[src/rtl/core/prtti_pkg.sv]
// ----------------------------------------------------------------------------
// prtti_pkg
// Shared types, register indexes, mode codes and the digit decoder for the
// padded radix text to integer parser.
// ----------------------------------------------------------------------------
package prtti_pkg;

   // Configuration port geometry
   localparam int CSR_IDX_W  = 3;
   localparam int CSR_DATA_W = 8;

   // Register indexes
   localparam logic [CSR_IDX_W-1:0] REG_NUMBER_BASE = 3'd0;
   localparam logic [CSR_IDX_W-1:0] REG_FILL_CHAR   = 3'd1;
   localparam logic [CSR_IDX_W-1:0] REG_MINUS_CHAR  = 3'd2;
   localparam logic [CSR_IDX_W-1:0] REG_PLUS_CHAR   = 3'd3;
   localparam logic [CSR_IDX_W-1:0] REG_PAD_MODE    = 3'd4;
   localparam logic [CSR_IDX_W-1:0] REG_LETTER_CASE = 3'd5;

   // Pad mode codes; the spare code behaves as no fill skipping
   localparam logic [1:0] PAD_SIGN_FILL = 2'd0;
   localparam logic [1:0] PAD_FILL_SIGN = 2'd1;
   localparam logic [1:0] PAD_NO_FILL   = 2'd2;

   // Letter case codes; the spare code behaves as upper only
   localparam logic [1:0] CASE_ANY   = 2'd0;
   localparam logic [1:0] CASE_LOWER = 2'd1;
   localparam logic [1:0] CASE_UPPER = 2'd2;

   // Character and radix constants
   localparam logic [7:0] CHAR_ZERO    = 8'd48;
   localparam logic [7:0] CHAR_NINE    = 8'd57;
   localparam logic [7:0] CHAR_UPPER_A = 8'd65;
   localparam logic [7:0] CHAR_LOWER_A = 8'd97;
   localparam logic [7:0] UPPER_OFS    = 8'd55;
   localparam logic [7:0] LOWER_OFS    = 8'd87;
   localparam logic [5:0] BASE_MIN     = 6'd2;
   localparam logic [5:0] BASE_MAX     = 6'd36;
   localparam logic [5:0] BASE_DEC     = 6'd10;

   // Reset values of the registers
   localparam logic [5:0] RST_NUMBER_BASE = 6'd10;
   localparam logic [7:0] RST_FILL_CHAR   = 8'd48;
   localparam logic [7:0] RST_MINUS_CHAR  = 8'd45;
   localparam logic [7:0] RST_PLUS_CHAR   = 8'd43;
   localparam logic [1:0] RST_PAD_MODE    = PAD_FILL_SIGN;
   localparam logic [1:0] RST_LETTER_CASE = CASE_ANY;

   typedef struct packed {
      logic [5:0] number_base;
      logic [7:0] fill_char;
      logic [7:0] minus_char;
      logic [7:0] plus_char;
      logic [1:0] pad_mode;
      logic [1:0] letter_case;
   } cfg_type;

   // Decode one character as a digit of base b: bit 6 flags a digit,
   // bits 5:0 carry its value
   function automatic logic [6:0] digit_decode(input logic [7:0] c,
                                               input logic [5:0] b,
                                               input logic [1:0] lc);
      logic [8:0] c_w;
      logic [8:0] lim_num;
      logic [8:0] lim_up;
      logic [8:0] lim_lo;
      logic [7:0] d_num;
      logic [7:0] d_up;
      logic [7:0] d_lo;
      logic [6:0] res;
      c_w     = {1'b0, c};
      lim_num = {1'b0, CHAR_ZERO} + {3'b000, b};
      lim_up  = {1'b0, UPPER_OFS} + {3'b000, b};
      lim_lo  = {1'b0, LOWER_OFS} + {3'b000, b};
      d_num   = c - CHAR_ZERO;
      d_up    = c - UPPER_OFS;
      d_lo    = c - LOWER_OFS;
      res     = '0;
      if (b <= BASE_DEC) begin
         if (c >= CHAR_ZERO && c_w < lim_num) begin
            res = {1'b1, d_num[5:0]};
         end
      end else if (c >= CHAR_ZERO && c <= CHAR_NINE) begin
         res = {1'b1, d_num[5:0]};
      end else if (lc != CASE_LOWER && c >= CHAR_UPPER_A && c_w < lim_up) begin
         res = {1'b1, d_up[5:0]};
      end else if ((lc == CASE_ANY || lc == CASE_LOWER) && c >= CHAR_LOWER_A &&
                   c_w < lim_lo) begin
         res = {1'b1, d_lo[5:0]};
      end
      return res;
   endfunction

endpackage

[src/rtl/core/padded_radix_text_to_integer.sv]
// Path: a character accepted into the input item register is parsed from there;
// a result it ends is loaded into the result register, which drives rsp_valid.
// Throughput: one character per cycle, set by the combinational multiply-add
// that closes the accumulator loop; input stalls only behind a held result.
// Reset: synchronous; clears both item valid flags and the parser state and
// loads the register defaults (base 10, fill '0', signs '-' and '+').
// ----------------------------------------------------------------------------
// padded_radix_text_to_integer
// Streaming parser of signed integers in base 2 to 36 with fill skipping,
// one ASCII character per item, one result per terminator or per bad-base item.
// ----------------------------------------------------------------------------
module padded_radix_text_to_integer
   import prtti_pkg::*;
#(
   parameter int VALUE_WIDTH = 64,
   parameter int COUNT_WIDTH = 16
)
(
   input  logic                   clock,
   input  logic                   reset,
   input  logic                   req_valid,
   output logic                   req_stall,
   input  logic [7:0]             req_ch,
   output logic                   rsp_valid,
   input  logic                   rsp_stall,
   output logic [VALUE_WIDTH-1:0] rsp_value,
   output logic [COUNT_WIDTH-1:0] rsp_consumed,
   output logic                   rsp_config_error,
   input  logic                   csr_valid,
   output logic                   csr_ready,
   input  logic [CSR_IDX_W-1:0]   csr_index,
   input  logic [CSR_DATA_W-1:0]  csr_data
);

   cfg_type                cfg;
   logic                   in_valid_ff, in_valid_in;
   logic [7:0]             in_ch_ff;
   logic                   out_valid_ff, out_valid_in;
   logic [VALUE_WIDTH-1:0] out_value_ff;
   logic [COUNT_WIDTH-1:0] out_count_ff;
   logic                   out_error_ff;
   logic                   emit;
   logic [VALUE_WIDTH-1:0] res_value;
   logic [COUNT_WIDTH-1:0] res_count;
   logic                   res_error;
   logic                   consume;
   logic                   accept;

   prtti_csr u_csr (
      .clock     (clock),
      .reset     (reset),
      .csr_valid (csr_valid),
      .csr_ready (csr_ready),
      .csr_index (csr_index),
      .csr_data  (csr_data),
      .cfg       (cfg)
   );

   prtti_core #(
      .VALUE_WIDTH (VALUE_WIDTH),
      .COUNT_WIDTH (COUNT_WIDTH)
   ) u_core (
      .clock     (clock),
      .reset     (reset),
      .cfg       (cfg),
      .step      (consume),
      .ch        (in_ch_ff),
      .emit      (emit),
      .res_value (res_value),
      .res_count (res_count),
      .res_error (res_error)
   );

   // Process the held item unless its result would overrun a stalled output
   assign consume   = in_valid_ff && (!emit || !out_valid_ff || !rsp_stall);
   assign req_stall = in_valid_ff && !consume;
   assign accept    = req_valid && !req_stall;

   // Input item register
   assign in_valid_in = accept ? 1'b1 : (consume ? 1'b0 : in_valid_ff);

   always_ff @(posedge clock) begin
      if (reset) begin
         in_valid_ff <= 1'b0;
      end else begin
         in_valid_ff <= in_valid_in;
      end
   end

   always_ff @(posedge clock) begin
      if (accept) begin
         in_ch_ff <= req_ch;
      end
   end

   // Result register: hold while stalled, load when a terminator or bad base is parsed
   assign out_valid_in = (out_valid_ff && rsp_stall) || (consume && emit);

   always_ff @(posedge clock) begin
      if (reset) begin
         out_valid_ff <= 1'b0;
      end else begin
         out_valid_ff <= out_valid_in;
      end
   end

   always_ff @(posedge clock) begin
      if (consume && emit) begin
         out_value_ff <= res_value;
         out_count_ff <= res_count;
         out_error_ff <= res_error;
      end
   end

   assign rsp_valid        = out_valid_ff;
   assign rsp_value        = out_value_ff;
   assign rsp_consumed     = out_count_ff;
   assign rsp_config_error = out_error_ff;

endmodule

[src/rtl/core/prtti_csr.sv]
// ----------------------------------------------------------------------------
// prtti_csr
// Configuration register file: six registers written by index, always ready.
// ----------------------------------------------------------------------------
module prtti_csr
   import prtti_pkg::*;
(
   input  logic                  clock,
   input  logic                  reset,
   input  logic                  csr_valid,
   output logic                  csr_ready,
   input  logic [CSR_IDX_W-1:0]  csr_index,
   input  logic [CSR_DATA_W-1:0] csr_data,
   output cfg_type               cfg
);

   cfg_type cfg_ff;
   cfg_type cfg_in;

   assign csr_ready = 1'b1;
   assign cfg       = cfg_ff;

   // Decode the write; unknown indexes are dropped
   always_comb begin
      cfg_in = cfg_ff;
      if (csr_valid) begin
         case (csr_index)
            REG_NUMBER_BASE: cfg_in.number_base = csr_data[5:0];
            REG_FILL_CHAR:   cfg_in.fill_char   = csr_data;
            REG_MINUS_CHAR:  cfg_in.minus_char  = csr_data;
            REG_PLUS_CHAR:   cfg_in.plus_char   = csr_data;
            REG_PAD_MODE:    cfg_in.pad_mode    = csr_data[1:0];
            REG_LETTER_CASE: cfg_in.letter_case = csr_data[1:0];
            default:         cfg_in = cfg_ff;
         endcase
      end
   end

   always_ff @(posedge clock) begin
      if (reset) begin
         cfg_ff.number_base <= RST_NUMBER_BASE;
         cfg_ff.fill_char   <= RST_FILL_CHAR;
         cfg_ff.minus_char  <= RST_MINUS_CHAR;
         cfg_ff.plus_char   <= RST_PLUS_CHAR;
         cfg_ff.pad_mode    <= RST_PAD_MODE;
         cfg_ff.letter_case <= RST_LETTER_CASE;
      end else begin
         cfg_ff <= cfg_in;
      end
   end

endmodule

[src/rtl/core/prtti_core.sv]
// ----------------------------------------------------------------------------
// prtti_core
// Parser state and per-character step: fill and sign skipping, digit
// multiply-accumulate, and the result for a terminating character.
// ----------------------------------------------------------------------------
module prtti_core
   import prtti_pkg::*;
#(
   parameter int VALUE_WIDTH = 64,
   parameter int COUNT_WIDTH = 16
)
(
   input  logic                   clock,
   input  logic                   reset,
   input  cfg_type                cfg,
   input  logic                   step,
   input  logic [7:0]             ch,
   output logic                   emit,
   output logic [VALUE_WIDTH-1:0] res_value,
   output logic [COUNT_WIDTH-1:0] res_count,
   output logic                   res_error
);

   typedef enum logic [1:0] {
      PH_START,
      PH_SIGN,
      PH_POSTFILL,
      PH_DIGITS
   } phase_type;

   phase_type              phase_ff, phase_in;
   logic [VALUE_WIDTH-1:0] acc_ff, acc_in;
   logic [COUNT_WIDTH-1:0] count_ff, count_in;
   logic                   neg_ff, neg_in;

   logic [7:0]             fill;
   phase_type              after_sign;
   phase_type              ph;
   logic                   base_bad;
   logic [6:0]             dig;
   logic                   taken;
   logic                   neg;
   logic                   use_digit;
   logic [VALUE_WIDTH-1:0] mac;

   // Walk the rules for this character
   always_comb begin
      fill       = (cfg.fill_char != '0) ? cfg.fill_char : CHAR_ZERO;
      after_sign = (cfg.pad_mode == PAD_SIGN_FILL) ? PH_POSTFILL : PH_DIGITS;
      base_bad   = (cfg.number_base < BASE_MIN) || (cfg.number_base > BASE_MAX);
      dig        = digit_decode(ch, cfg.number_base, cfg.letter_case);
      ph         = phase_ff;
      taken      = 1'b0;
      neg        = neg_ff;
      use_digit  = 1'b0;
      if (ph == PH_START) begin
         if (cfg.pad_mode == PAD_FILL_SIGN && ch == fill) begin
            taken = 1'b1;
         end else begin
            ph = PH_SIGN;
         end
      end
      if (!taken && ph == PH_SIGN) begin
         if (cfg.minus_char != '0 && ch == cfg.minus_char) begin
            neg   = 1'b1;
            taken = 1'b1;
         end else if (cfg.plus_char != '0 && ch == cfg.plus_char) begin
            taken = 1'b1;
         end
         ph = after_sign;
      end
      if (!taken && ph == PH_POSTFILL) begin
         if (ch == fill) begin
            taken = 1'b1;
         end else begin
            ph = PH_DIGITS;
         end
      end
      if (!taken && dig[6]) begin
         taken     = 1'b1;
         use_digit = 1'b1;
      end
   end

   // Multiply-accumulate, wrapping at the value width
   assign mac = VALUE_WIDTH'(acc_ff * cfg.number_base) + VALUE_WIDTH'(dig[5:0]);

   // Result for a terminator or a bad base
   assign emit      = base_bad || !taken;
   assign res_error = base_bad;
   assign res_value = base_bad ? '0 : (neg_ff ? ('0 - acc_ff) : acc_ff);
   assign res_count = base_bad ? '0 : count_ff;

   // Advance the number, or clear it once a result goes out
   always_comb begin
      phase_in = phase_ff;
      acc_in   = acc_ff;
      count_in = count_ff;
      neg_in   = neg_ff;
      if (step) begin
         if (emit) begin
            phase_in = PH_START;
            acc_in   = '0;
            count_in = '0;
            neg_in   = 1'b0;
         end else begin
            phase_in = ph;
            neg_in   = neg;
            acc_in   = use_digit ? mac : acc_ff;
            count_in = (count_ff != '1) ? count_ff + 1'b1 : count_ff;
         end
      end
   end

   always_ff @(posedge clock) begin
      if (reset) begin
         phase_ff <= PH_START;
         acc_ff   <= '0;
         count_ff <= '0;
         neg_ff   <= 1'b0;
      end else begin
         phase_ff <= phase_in;
         acc_ff   <= acc_in;
         count_ff <= count_in;
         neg_ff   <= neg_in;
      end
   end

endmodule

[config.mk]
export PLATFORM = sky130hd
export DESIGN_NAME = padded_radix_text_to_integer
export DESIGN_NICKNAME = d
export VERILOG_FILES = /design/src/rtl/core/prtti_pkg.sv /design/src/rtl/core/padded_radix_text_to_integer.sv /design/src/rtl/core/prtti_csr.sv /design/src/rtl/core/prtti_core.sv
export SDC_FILE = /design/constraint.sdc
export NUM_CORES = 1
export LEC_CHECK = 0
export ABC_AREA = 1
export BUFFER_PORTS_ARGS = -buffer_cell sky130_fd_sc_hd__buf_2
export CORE_MARGIN = 1
export CORE_UTILIZATION = 58
export CTS_CLUSTER_SIZE = 8
export DETAILED_ROUTE_END_ITERATION = 6
export GPL_TIMING_DRIVEN = 1
export PLACE_DENSITY = 0.9
export SETUP_SLACK_MARGIN = 0.2
export SYNTH_ARGS = -nofsm -noshare
export SYNTH_HDL_FRONTEND = slang
export SYNTH_HIERARCHICAL = 1
export SYNTH_SLANG_ARGS = --single-unit
[constraint.sdc]
create_clock -name clock -period 5 [get_ports clock]
set_input_delay 0.5 -clock clock [delete_from_list [all_inputs] [get_ports clock]]
set_output_delay 0.5 -clock clock [all_outputs]
set_load 0.05 [all_outputs]
==> flow_summary.json <==
{
  "avgRoutedWirePerCell_um": 21.7,
  "drive_gt1_frac": 0.185,
  "design.core.area_um2": 41100,
  "final_util": 0.719,
  "route.detailed.drc": 22,
  "arrival_ps": 5420,
  "grt_max_degree": 71,
  "netlist_instances": 3489,
  "clock-sinks": 208,
  "min_period_ps": 4970,
  "rsz0062_at_grt": "yes",
  "hold_buffers": 0,
  "failed_checks": "design-rule violations",
  "hpwl_mm": 56.9,
  "syn-cell-area_um2": 24300,
  "rows": 74,
  "hp-class": "in2reg",
  "ant_nets": 0,
  "clock_path_buffers": 3,
  "synth.yosys.warnings": 6,
  "tns_ps": 0,
  "grt_pass1_wl_mm": 121,
  "worst_pin_slew_ps": 966,
  "die_h_um": 207,
  "grt_use_total": 0.361,
  "fmax_ghz": 0.201,
  "initial_core_util": 0.592,
  "cts.root.buffer_cell": "clkbuf_16",
  "firstDrtPassIters": 7,
  "crit_slowest_cell": "fa_1",
  "nFillCells": 2978,
  "htreeDepth": 1,
  "synthTopCellsByArea": "fa_1 (20%), nand2_1 (13%), edfxtp_1 (11%), dfxtp_1 (9.8%), inv_1 (8.8%)",
  "cts_made_buffers": 30,
  "crit_path_cell_trace": "buf_12, clkbuf_16, nand2_1, fa_1, inv_1, fa_1, fa_1, ha_4, ha_4, a21oi_1, o21ai_0, a21oi_1, o21ai_2, inv_1, nand2_2, nand2_1, nand2_1, xnor2_1, nor2_1, nor2_1, nor2_1",
  "leakage_nw": 13.8,
  "final_cells": 4186,
  "synth_top_area_frac": 0.198,
  "ys_seq_elements": 208,
  "grt_overflow": 0,
  "layout_common_cells": "nand2_1 (757), inv_1 (550), nor2_1 (485)",
  "layout_commonest_cell": "nand2_1",
  "clk_latency_ps": 620,
  "slew_viol_final": 0,
  "power.density_nw_per_um2": 154,
  "cp-start-kind": "register",
  "syn_area_per_cell_um2": 6.97,
  "min_period_over_period": 0.994,
  "port_buffers": 106,
  "syn2layout_area_growth_pct": 21.6,
  "synthDominantAreaCellType": "fa_1",
  "dr.first_iter.drc_count": 3499,
  "status": "finished with violations",
  "clock_skew_ps": 31.3,
  "io-pin-count": 108,
  "finalSetupViolations": 0,
  "cts_tree": "done",
  "routed_wl_mm": 90.7,
  "path_clk_slew_ps": 60,
  "via_per_inst": 6.17,
  "drv_cap": 0,
  "end_kind": "register",
  "ys_seq_area_frac": 0.208,
  "finalHoldViolCount": 0,
  "hold_slack_ps": 80.0,
  "antenna_found_initial": 2,
  "dp_cells": 4065,
  "dieArea_um2": 42800,
  "vias": 25800,
  "fin_nets": 4052,
  "slew_headroom": 0.352,
  "grt_pass1_vias": 23400,
  "synth_nets": 3909,
  "ir_worst_vdd_mv": 0.246,
  "min_from": "req_ch[4]",
  "path_class": "reg2reg",
  "crit_fanout": 9,
  "ys_types": 49,
  "startpoint": "u_csr/cfg[32]$_SDFFE_PP0P_",
  "power_mw": 4.56,
  "slowest_delay_ps": 590,
  "place_congestion": 1.03,
  "fp.dieW_um": 207,
  "cp_data_required_time_ps": 5450,
  "rr_startpoint": "u_csr/cfg[32]$_SDFFE_PP0P_"
}
==> path summary, 6_finish.rpt <==
kind	end	slack, ps	cells past startpoint
worst min register to register	u_core/count_ff[15]$_SDFFE_PP0P_	480	2
worst max register to register	u_core/acc_ff[38]$_SDFFE_PP0P_	30	21
worst max-delay path	u_core/acc_ff[38]$_SDFFE_PP0P_	30	21
worst min-delay path	in_ch_ff[4]$_DFFE_PP_	80	1
==> worst max-delay path, delay by kind of cell, from the launching register on <==
family,cells,cell delay (ps)
adders and majority gates,5,2170
and+or+nand+nor,7,640
xor gates and xnor gates,1,180
buffers and inverters,4,540
DFF,1,370
AOI/OAI and AO/OA,4,920
==> cells in the mapped netlist (all sizes together) <==
cell type	n
a211o	1
a211oi	2
a21boi	4
a21o	4
a21oi	187
a22oi	1
a31oi	6
and2	2
and3	2
buf	51
clkbuf	105
clkinv	2
conb	1
dfxtp	119
edfxtp	89
fa	240
ha	156
inv	578
nand2	815
nand3	155
nand3b	8
nand4	47
nor2	581
nor3	53
nor4	19
o211ai	5
o21a	11
o21ai	145
o21bai	8
o22ai	1
o31a	1
o31ai	2
o32ai	2
o41ai	2
or2	1
xnor2	50
xor2	33
==> registers in the layout, summed over array words and instances (netlist names) <==
signal	cells
u_core/acc_ff	64
u_core/phase_ff	2
rsp_consumed	16
rsp_valid	1
u_core/neg_ff	1
u_core/count_ff	16
rsp_config_error	1
in_ch_ff	8
u_csr/cfg	34
rsp_value	64
in_valid_ff	1
==> where the power goes <==
part	leakage, nW	internal, mW	total [mW]	switching [mW]
logic	11.6	0.201	0.735	0.535
registers	1.80	1.83	1.87	0.0366
clock network	0.416	1.13	1.96	0.832
==> final cells by class <==
type	instances	area [um^2]	area share
Clock buffer	51	840	0.0284
Tap cell	532	666	0.0225
Sequential cell	208	5090	0.172
Inverter	580	2180	0.0739
Timing Repair Buffer	267	2360	0.0798
Antenna cell	1	2.50	0.0000846
Clock inverter	2	35.0	0.00118
Multi-Input combinational cell	2545	18400	0.622
==> per-layer routing <==
metal / share of wire / global-route usage / wire length, um
met4: 0.091 / 0.188 / 8280
met5: 0.00014 / 0 / 13
met3: 0.13 / 0.0661 / 11400
met1: 0.34 / 0.462 / 30900
met2: 0.44 / 0.584 / 40100
==> repair_timing <==
item	in CTS	in global routing
setup endpoints to repair	40	52
buffers inserted	5	40
gates resized for setup	42	415
cloned	3	19
pin swaps	3	174
==> metrics by stage <==
stage                     setup WS, ps  area, um^2
after floorplan                    242       24300
after global placement            -104       25700
after detailed placement         -65.0       25700
after CTS                          148       26900
after global routing             -85.4       29600
final                             31.3       29600
==> logic make-up (layout without fill, tap and decap cells) <==
family | count (synthesis) | in the layout | share of synthesized area
AO/OA/AOI/OAI | 382 | 382 | 0.0838
XOR/XNOR | 83 | 83 | 0.0299
adder cells (fa/ha/maj) | 396 | 396 | 0.278
buffers and inverters | 736 | 900 | 0.116
flip-flops | 208 | 208 | 0.208
other | 1 | 2 | 0.000154
AND/OR/NAND/NOR | 1683 | 1683 | 0.284
Power figures use the tool's default switching activity.
